==> config.mk <==
export PLATFORM = sky130hd
export DESIGN_NAME = binary_to_decimal_ascii
export DESIGN_NICKNAME = d
export VERILOG_FILES = /design/src/design/b2d_pkg.sv /design/src/design/b2d_ctrl.sv /design/src/design/b2d_dp.sv /design/src/design/binary_to_decimal_ascii.sv
export SDC_FILE = /design/constraint.sdc
export NUM_CORES = 1
export LEC_CHECK = 0
export ABC_AREA = 1
export BUFFER_PORTS_ARGS = -buffer_cell sky130_fd_sc_hd__clkbuf_2
export CAP_MARGIN = 20
export CORE_ASPECT_RATIO = 1.5
export CORE_MARGIN = 10
export CORE_UTILIZATION = 40
export CTS_CLUSTER_DIAMETER = 100
export DETAILED_ROUTE_END_ITERATION = 12
export GPL_ROUTABILITY_DRIVEN = 0
export MAX_ROUTING_LAYER = met4
export PLACE_DENSITY = 0.58
export SYNTH_ARGS = -nofsm -noshare
export SYNTH_HDL_FRONTEND = slang
export SYNTH_SLANG_ARGS = --single-unit
==> constraint.sdc <==
create_clock -name clock -period 3.5 [get_ports clock]
set_input_delay 0.875 -clock clock [delete_from_list [all_inputs] [get_ports clock]]
set_output_delay 0.875 -clock clock [all_outputs]
set_load 0.05 [all_outputs]
==> src/design/b2d_pkg.sv <==
// b2d_pkg: shared widths, constants and controller/datapath link types
// for the binary to decimal ASCII converter. No dependencies.
package b2d_pkg;

   localparam int VALUE_W      = 16;   // input value width
   localparam int DIGIT_W      = 6;    // ASCII digit code width
   localparam int BCD_DIGITS   = 5;    // decimal digits of a 16-bit value
   localparam int BCD_W        = 4;    // bits per BCD digit
   localparam int CNT_W        = $clog2(VALUE_W);
   localparam int IDX_W        = $clog2(BCD_DIGITS);
   localparam int MAX_DIGITS_DEF = 5;
   localparam int REQ_DATA_W   = 16;
   localparam int RSP_DATA_W   = 8;

   localparam logic [DIGIT_W-1:0] ASCII_ZERO = DIGIT_W'(48);
   localparam logic [BCD_W-1:0]   BCD_ADJ_MIN = BCD_W'(5);
   localparam logic [BCD_W-1:0]   BCD_ADJ     = BCD_W'(3);

   typedef struct packed {
      logic load;       // take a new value, clear the BCD register
      logic shift;      // one double dabble step
      logic set_count;  // latch index of the first digit to send
      logic emit;       // move current digit into the output register
   } cmd_type;

   typedef struct packed {
      logic conv_done;  // this shift is the last one
      logic last_idx;   // current digit is the least significant
      logic out_free;   // output register can take a digit this cycle
   } status_type;

endpackage

==> src/design/b2d_ctrl.sv <==
// b2d_ctrl: sequencer for the converter (accept, convert, count, send).
// Depends on b2d_pkg.
module b2d_ctrl (
   input  logic                 clock,
   input  logic                 reset,
   input  logic                 req_tvalid,
   output logic                 req_tready,
   input  b2d_pkg::status_type  status,
   output b2d_pkg::cmd_type     cmd
);
   import b2d_pkg::*;

   localparam logic [1:0] ST_IDLE  = 2'd0;
   localparam logic [1:0] ST_CONV  = 2'd1;
   localparam logic [1:0] ST_COUNT = 2'd2;
   localparam logic [1:0] ST_EMIT  = 2'd3;

   logic [1:0] state_ff, state_in;

   always_comb begin
      state_in      = state_ff;
      cmd           = '0;
      req_tready    = 1'b0;
      unique case (state_ff)
         ST_IDLE: begin
            req_tready = 1'b1;
            cmd.load   = req_tvalid;
            if (req_tvalid) state_in = ST_CONV;
         end
         ST_CONV: begin
            cmd.shift = 1'b1;
            if (status.conv_done) state_in = ST_COUNT;
         end
         ST_COUNT: begin
            cmd.set_count = 1'b1;
            state_in      = ST_EMIT;
         end
         ST_EMIT: begin
            cmd.emit = status.out_free;
            if (status.out_free && status.last_idx) state_in = ST_IDLE;
         end
         default: state_in = ST_IDLE;
      endcase
   end

   always_ff @(posedge clock) begin
      if (reset) state_ff <= ST_IDLE;
      else       state_ff <= state_in;
   end

endmodule

==> src/design/b2d_dp.sv <==
// b2d_dp: bit-serial double dabble datapath, digit selector and output register.
// Depends on b2d_pkg.
module b2d_dp #(
   parameter int MAX_DIGITS = b2d_pkg::MAX_DIGITS_DEF
) (
   input  logic                           clock,
   input  logic                           reset,
   input  logic [b2d_pkg::VALUE_W-1:0]    value,
   input  b2d_pkg::cmd_type               cmd,
   output b2d_pkg::status_type            status,
   input  logic                           out_ready,
   output logic                           out_valid,
   output logic [b2d_pkg::DIGIT_W-1:0]    digit_char,
   output logic                           last_digit
);
   import b2d_pkg::*;

   // digits beyond this many are dropped (only reachable for small MAX_DIGITS)
   localparam int LIMIT = (MAX_DIGITS < 1) ? 1 :
                          (MAX_DIGITS < BCD_DIGITS) ? MAX_DIGITS : BCD_DIGITS;

   logic [VALUE_W-1:0]                   bin_ff, bin_in;
   logic [BCD_DIGITS-1:0][BCD_W-1:0]     bcd_ff, bcd_in;
   logic [BCD_DIGITS-1:0][BCD_W-1:0]     bcd_adj;
   logic [BCD_DIGITS*BCD_W-1:0]          bcd_adj_bits;
   logic [CNT_W-1:0]                     cnt_ff, cnt_in;
   logic [IDX_W-1:0]                     idx_ff, idx_in;
   logic [IDX_W-1:0]                     top_idx;
   logic                                 out_valid_ff, out_valid_in;
   logic [DIGIT_W-1:0]                   digit_ff, digit_in;
   logic                                 last_ff, last_in;

   // add 3 to every digit of 5 or more ahead of the shift
   always_comb begin
      for (int i = 0; i < BCD_DIGITS; i++) begin
         bcd_adj[i] = (bcd_ff[i] >= BCD_ADJ_MIN) ? bcd_ff[i] + BCD_ADJ : bcd_ff[i];
      end
   end

   assign bcd_adj_bits = bcd_adj;

   // most significant nonzero digit, capped at LIMIT - 1; zero gives digit 0
   always_comb begin
      top_idx = '0;
      for (int i = 0; i < BCD_DIGITS; i++) begin
         if (bcd_ff[i] != '0) top_idx = IDX_W'(i);
      end
      if (top_idx > IDX_W'(LIMIT - 1)) top_idx = IDX_W'(LIMIT - 1);
   end

   always_comb begin
      bin_in       = bin_ff;
      bcd_in       = bcd_ff;
      cnt_in       = cnt_ff;
      idx_in       = idx_ff;
      digit_in     = digit_ff;
      last_in      = last_ff;
      out_valid_in = out_valid_ff;
      if (out_ready) out_valid_in = 1'b0;
      if (cmd.load) begin
         bin_in = value;
         bcd_in = '0;
         cnt_in = '0;
      end
      if (cmd.shift) begin
         bcd_in = {bcd_adj_bits[BCD_DIGITS*BCD_W-2:0], bin_ff[VALUE_W-1]};
         bin_in = {bin_ff[VALUE_W-2:0], 1'b0};
         cnt_in = cnt_ff + CNT_W'(1);
      end
      if (cmd.set_count) idx_in = top_idx;
      if (cmd.emit) begin
         digit_in     = ASCII_ZERO + DIGIT_W'(bcd_ff[idx_ff]);
         last_in      = (idx_ff == '0);
         idx_in       = idx_ff - IDX_W'(1);
         out_valid_in = 1'b1;
      end
   end

   always_ff @(posedge clock) begin
      if (reset) begin
         out_valid_ff <= 1'b0;
      end else begin
         out_valid_ff <= out_valid_in;
      end
      bin_ff   <= bin_in;
      bcd_ff   <= bcd_in;
      cnt_ff   <= cnt_in;
      idx_ff   <= idx_in;
      digit_ff <= digit_in;
      last_ff  <= last_in;
   end

   // the sequencer looks at this only while shifting
   assign status.conv_done = (cnt_ff == CNT_W'(VALUE_W - 1));
   assign status.last_idx  = (idx_ff == '0);
   assign status.out_free  = !out_valid_ff || out_ready;

   assign out_valid  = out_valid_ff;
   assign digit_char = digit_ff;
   assign last_digit = last_ff;

endmodule

==> src/design/binary_to_decimal_ascii.sv <==
// Operation: an accept step, 16 double dabble shifts and a count step, then
// the digits go out through the output register, most significant first.
// A new value is taken only once the last digit has entered the output
// register, and a stalled sink holds the sequencer; the bit-serial shift
// loop over 16 input bits sets the pace.
// Reset (synchronous, active high) returns the sequencer to idle and drops
// any digit waiting in the output register.
module binary_to_decimal_ascii #(
   parameter int MAX_DIGITS = b2d_pkg::MAX_DIGITS_DEF
) (
   input  logic                               clock,
   input  logic                               reset,
   // request stream: one value per transfer
   input  logic                               req_tvalid,
   output logic                               req_tready,
   input  logic [b2d_pkg::REQ_DATA_W-1:0]     req_tdata,   // [15:0] value
   // response stream: one ASCII digit per transfer, most significant first
   output logic                               rsp_tvalid,
   input  logic                               rsp_tready,
   output logic [b2d_pkg::RSP_DATA_W-1:0]     rsp_tdata,   // [5:0] digit_char, [7:6] zero
   output logic                               rsp_tlast    // last_digit
);
   import b2d_pkg::*;

   cmd_type             cmd;
   status_type          status;
   logic [DIGIT_W-1:0]  digit_char;

   // sequencer: idle -> shift 16 times -> pick first digit -> send digits
   b2d_ctrl u_ctrl (
      .clock      (clock),
      .reset      (reset),
      .req_tvalid (req_tvalid),
      .req_tready (req_tready),
      .status     (status),
      .cmd        (cmd)
   );

   // shift register, BCD digits and the output register; the output register
   // lets the last digit wait while the next value is already taken
   b2d_dp #(
      .MAX_DIGITS (MAX_DIGITS)
   ) u_dp (
      .clock      (clock),
      .reset      (reset),
      .value      (req_tdata[VALUE_W-1:0]),
      .cmd        (cmd),
      .status     (status),
      .out_ready  (rsp_tready),
      .out_valid  (rsp_tvalid),
      .digit_char (digit_char),
      .last_digit (rsp_tlast)
   );

   // pad the digit code up to a whole byte
   assign rsp_tdata = {{(RSP_DATA_W - DIGIT_W){1'b0}}, digit_char};

endmodule

==> results of run 1 <==
[cells in the final DEF (no fill, tap or decap), drive strengths merged, types with 2 or more instances in the layout]
master / count
nand2: 71
edfxtp: 47
o21ai: 45
inv: 37
clkbuf: 32
nor2: 25
a21oi: 24
ha: 20
xor2: 6
nand3: 6
conb: 4
dfxtp: 4
xnor2: 3
nor3: 3
buf: 3
nand4: 2
[sequential cells by signal, summed over array words and instances (netlist names)]
register,count
u_dp.bcd_ff,20
u_dp.bin_ff,16
u_dp.cnt_ff,4
u_dp.digit_char,4
u_dp.idx_ff,3
u_ctrl.state_ff,2
u_dp.last_digit,1
u_dp.out_valid,1
[metrics by stage]
stage,hold WS (ps),utilization,area [um2],setup WS [ps]
floorplan,440.2,-,2867,868.1
global placement,454.8,0.4417,3047,1305
global route,523.6,0.4587,3164,1208
detailed placement,463.8,0.4417,3047,1314
finish,475.7,0.4587,3164,1309
CTS,483.5,0.4587,3164,1295
[worst max path at each step]
| stage | end | depth (start not counted) |
|---|---|---|
| detailed placement | u_dp.bcd_ff[9]$_SDFFCE_PN0P_ | 4 |
| global route | req_tready | 3 |
| finish | req_tready | 3 |
| floorplan | u_dp.bcd_ff[0]$_SDFFCE_PN0P_ | 5 |
| CTS | req_tready | 3 |
| global placement | u_dp.bcd_ff[10]$_SDFFCE_PN0P_ | 4 |
[cell type report]
class,instances,area (um2)
clock buffers,6,82.58
multi-input cells,211,1164
inverters,37,141.4
fillers,681,3734
repair buffers,29,152.6
well taps,78,97.59
flip-flops and latches,51,1491
clock inverters,2,35.03
[power by group]
group / internal, W / switching (W) / leakage (nW) / total (W)
Combinational: 0.000412 / 0.000832 / 0.801 / 0.00124
Clock: 0.000232 / 0.000195 / 0.0612 / 0.000427
Sequential: 0.00107 / 0.000209 / 0.501 / 0.00128
[cell families (layout without fill, tap and decap cells)]
group           count (synthesis)  after routing  share of synthesized area
simple gates                  108            108                     0.1589
flops                          51             51                     0.5217
other cells                     2              4                   0.002627
xor+xnor                        9              9                    0.02757
buf+inv                        48             74                    0.07396
fa+ha+maj                      20             20                    0.08753
compound gates                 70             70                     0.1278
[critical path, delay by kind of cell (launching register included)]
kind / cells / cell delay, ps
adder cells (fa/ha/maj): 1 / 240
buffers and inverters: 2 / 430
flip-flops: 1 / 340
[routing by layer]
metal / global-route usage / wire length [um]
met1: 0.1228 / 2403
met2: 0.1836 / 2614
met3: 0.02238 / 136
met4: 0.03992 / 78
met5: - / 0
==> impl_summary.txt, run 1 <==
----------------------------------------------------
[Logic synthesis]
  Gate Count Post-Synth ... about 300
  Yosys top cell area share ... 0.4937
  Most area-consuming cells after synthesis ... edfxtp_1 49%, nand2_1 8.9%, ha_1 8.8%
  Count of flip-flops with a built-in enable after synthesis ... between 40 and 50
  Top post-synthesis cells by count ... 68 x nand2_1, 47 x edfxtp_1, 31 x inv_1
  Library cell with the largest summed area after synthesis ... edfxtp_1
  Count of state elements after synthesis ... roughly 50
  Cell variety after synth ... 26
  Yosys synthesis warning count ... 0
  Synthesized area per cell ... 9.282 um2
  Share of async-settable or async-resettable flops after synthesis ... 0
  Most used flip-flop cell after synthesis ... edfxtp_1
  Most numerous cell in the Yosys netlist ... nand2_1
  Mapped Area ... around 2900 um2
  Proportion of synthesized chip area in sequential cells ... 0.5217

[Die]
  Ports placed on the boundary ... 31
  Overall die width ... 89.03 um
  Starting density of the core ... 0.4145
  Die footprint ... 11000 um2
  Vert. Die Dim ... 123.5 um
  Core Area ... a little under 7000 um2
  Site Rows ... 37

[Pwr]
  Tot Pwr ... slightly below 0.003 W
  Power density over cell area ... 933.0 nW/um2
  Largest voltage drop on the vdd net ... roughly 0.00038 V
  Reported leakage power ... roughly 1.4 nW

[Setup path]
  Critical Path AT ... 1320 ps
  Critical Path Source Type ... flop
  Start point of the critical path ... u_ctrl.state_ff[0]$_SDFFE_PP0P_
  Category of the worst setup path capture point ... primary output
  Critical R2R Launch ... u_ctrl.state_ff[1]$_SDFFE_PP0P_
  CP Cell Sequence ... inv_1 > ha_1 > clkbuf_2
  R2R Setup Slk ... around 1500 ps
  Library cell contributing the largest single delay on the critical path ... dfxtp_1
  Worst reg2reg endpoint ... u_dp.bcd_ff[5]$_SDFFCE_PN0P_
  Biggest fanout along the worst timing path ... 4
  CP peak stage delay ... 340 ps
  Data required, critical path ... around 2600 ps
  Depth of the worst register-to-register path ... 6
  Worst Path Class, Setup ... flop to primary output

[Layout]
  Final Non-Filler Cells ... 414
  Post-layout nets ... 375
  Area growth from synthesis to layout ... 10.68%
  Share of cells above drive strength 1 ... 0.1667
  Antenna diode instance count ... 0

[Timing]
  Final hold violation count ... 0
  Final setup fails ... 0
  Worst-Margin Slew ... 510.6 ps
  F_max ... around 460 MHz
  Total negative setup slack ... 0 ps
  Headroom to the max-slew limit ... 0.6588
  Setup Skew ... 3.389 ps
  Final slew viol count ... 0
  Post-route clock period utilization ... 0.6259
  Post-route minimum period ... 2191 ps
  Unrepaired setup endpoints after global routing ... false

[Detailed routing]
  Detailed Routing Iterations Pass 1 ... 4
  Vias per Instance ... approximately 5
  Vias ... between 2000 and 2500
  Drt wl/cell ... 12.64 um
  Post-route DRC violation count ... 0
  Iteration-0 DRC Markers ... 82
  Total routed wirelength ... around 5200 um
  ANT nets after route ... 0

[Job]
  Maximum capacitance violations ... 0

[Min path]
  Hold path endpoint ... u_dp.bin_ff[0]$_SDFFE_PP0P_
  Startpoint of the tightest hold check path ... u_dp.bin_ff[0]$_SDFFE_PP0P_
  Instance count along the most critical hold path ... 2
  Type of the tightest min-delay check ... flop to flop

[Run status]
  Result of the run ... complete, no violations

[Global route]
  Pin count of the biggest net entering global routing ... 32
  Initial antenna violation count ... 0
  Via count of the first global-routing pass ... 2050
  Global-route total usage across every layer ... 0.1085
  Global-route wire length before repair ... approximately 9000 um
  GR Overflow Total ... 0

[CTS]
  Hold buffers post-CTS ... 0
  Clk sinks ... between 50 and 60
  Post-CTS Repair Setup Buffers ... 0
  Longest Clk Path Bufs ... 2
  CTS H-tree depth ... 2
  Cell at the root of the clock tree ... clkbuf_8
  Worst-skew pair later-pin latency ... approximately 300 ps
  Post-CTS sizing ... 0
  Clock-pin transition on the worst setup and hold timing paths ... ~90 ps
  Clock tree from TritonCTS ... done
  Clock buffer count from CTS ... 5

[Placed design]
  Cells after DPL ... 406
  Post-detailed-placement half-perimeter wirelength ... 3876 um
  Count of port buffers added during placement ... 26

----------------------------------------------------
Power figures use the tool's default switching activity.
==> inputs of run 2 (changes only) <==
Clock period 3.5 ns to 2.1 ns, I/O delays scaled along.
==> run 2 against run 1 <==
Compared with the run above:
- core utilization fell by 0.42 points
- register-to-register slack worse by 1000 ps
- cell area fell by 0.91%
- wire length is 0.23% higher
- critical path type unchanged
- highest routed layer unchanged
==> impl_summary.txt, run 2 (synthesis gave the netlist of run 1 again) <==
----------------------------------------------------
[Run status]
  Result of the run ... complete, no violations

[Detailed routing]
  Vias per Instance ... slightly below 5
  Post-route DRC violation count ... 0
  Detailed Routing Iterations Pass 1 ... 4
  ANT nets after route ... 0
  Total routed wirelength ... 5244 um
  Iteration-0 DRC Markers ... 72
  Vias ... roughly 2000
  Drt wl/cell ... ~13 um

[Global route]
  Pin count of the biggest net entering global routing ... 40
  Via count of the first global-routing pass ... 2053
  Global-route wire length before repair ... slightly above 9000 um
  GR Overflow Total ... 0
  Global-route total usage across every layer ... 0.1056
  Initial antenna violation count ... 0

[Job]
  Maximum capacitance violations ... 0

[Setup path]
  Biggest fanout along the worst timing path ... 4
  Worst Path Class, Setup ... flop to primary output
  Critical Path Source Type ... flop
  Critical Path AT ... between 1000 and 1500 ps
  Category of the worst setup path capture point ... primary output
  Data required, critical path ... 1570 ps

[Layout]
  Registers with the most flip-flops ... u_dp.bcd_ff: 20 flops, u_dp.bin_ff: 16 flops
  Commonest cells after routing, fill and taps aside ... 67 x nand2_1, 47 x edfxtp_1, 31 x inv_1
  Flip-flop count of the largest register, all copies and words added ... 20
  Area growth from synthesis to layout ... 9.672%
  Post-layout nets ... approximately 380
  Antenna diode instance count ... 0
  Share of cells above drive strength 1 ... 0.1637
  Most common cell after layout, fill and taps aside ... nand2_1
  Register with the most flip-flops ... u_dp.bcd_ff
  Final Non-Filler Cells ... 414

[Placed design]
  Cells after DPL ... 406
  Count of port buffers added during placement ... 26
  Post-detailed-placement half-perimeter wirelength ... about 3900 um

[Pwr]
  Power density over cell area ... 1519 nW/um2
  Largest voltage drop on the vdd net ... ~0.0007 V
  Tot Pwr ... 0.004762 W
  Reported leakage power ... 1.345 nW

[Timing]
  Final slew viol count ... 0
  Final setup fails ... 0
  F_max ... 542.3 MHz
  Headroom to the max-slew limit ... 0.6430
  Post-route clock period utilization ... 0.8781
  Final hold violation count ... 0
  Total negative setup slack ... 0 ps
  Post-route minimum period ... 1844 ps
  Unrepaired setup endpoints after global routing ... false
  Worst-Margin Slew ... roughly 540 ps
  Setup Skew ... between 7 and 8 ps

[CTS]
  Hold buffers post-CTS ... 0
  Post-CTS Repair Setup Buffers ... 0
  Clk sinks ... 51
  Cell at the root of the clock tree ... clkbuf_8
  Clock-pin transition on the worst setup and hold timing paths ... 90 ps
  Post-CTS sizing ... 0
  Clock buffer count from CTS ... 5
  CTS H-tree depth ... 2
  Longest Clk Path Bufs ... 2
  Worst-skew pair later-pin latency ... 300 ps
  Clock tree from TritonCTS ... done

[Die]
  Overall die width ... 89.03 um
  Site Rows ... 37
  Core Area ... about 6900 um2
  Ports placed on the boundary ... 31
  Starting density of the core ... 0.4145
  Vert. Die Dim ... 123.5 um
  Die footprint ... ~11000 um2

[Min path]
  Type of the tightest min-delay check ... input port to flop

----------------------------------------------------
run 2: cell types whose count changed in the layout (fill, tap and decap cells not counted), sizes merged:
cell,delta
bufinv,-1
clkbuf,+1
run 2: final timing paths:
kind,end,depth (start not counted),from,slack [ps]
worst max register to register,u_dp.bin_ff[12]$_DFFE_PP_,4,u_ctrl.state_ff[0]$_SDFFE_PP0P_,460
worst max-delay path,req_tready,3,u_ctrl.state_ff[0]$_SDFFE_PP0P_,260
worst min register to register,u_dp.bin_ff[0]$_SDFFE_PP0P_,2,u_dp.bin_ff[0]$_SDFFE_PP0P_,470
worst min-delay path,u_dp.out_valid$_SDFFE_PP0P_,2,reset,380
run 2: area by class of cell:
| type | instances | area (um2) |
|---|---|---|
| Clock buffer | 7 | 76.32 |
| Multi-Input combinational cell | 211 | 1171 |
| Timing Repair Buffer | 29 | 152.6 |
| Inverter | 37 | 141.4 |
| Sequential cell | 51 | 1491 |
| Tap cell | 78 | 97.59 |
| Fill cell | 665 | 3762 |
| Clock inverter | 1 | 5.005 |
run 2: critical path: stages (launching register included):
cell	delay [ps]
dfxtp_1	340
inv_1	130
ha_1	240
clkbuf_2	310
run 2: layer usage:
layer | vias to the layer above | GRT usage | wire length [um]
li1 | 1071 | - | -
met1 | 899 | 0.1174 | 2372
met2 | 27 | 0.1817 | 2679
met3 | 5 | 0.02502 | 127
met4 | 0 | 0.03293 | 65
met5 | - | - | 0
run 2: power breakdown:
group          total (W)  switching, W  internal (W)
registers        0.00213      0.000343       0.00179
clock network   0.000548      0.000313      0.000235
logic            0.00208       0.00139      0.000688
total            0.00476       0.00205       0.00271
run 2: metrics by stage:
| step | setup WS, ps | instance area, um2 | util | hold slack, ps |
|---|---|---|---|---|
| CTS | 242.7 | 3136 | 0.4546 | 380.1 |
| floorplan | 56.33 | 2874 | - | 440.2 |
| finish | 255.9 | 3136 | 0.4546 | 384.3 |
| global route | 154.9 | 3136 | 0.4546 | 374.4 |
| global placement | 522.6 | 3054 | 0.4428 | 455.2 |
| detailed placement | 457.3 | 3054 | 0.4428 | 458.0 |
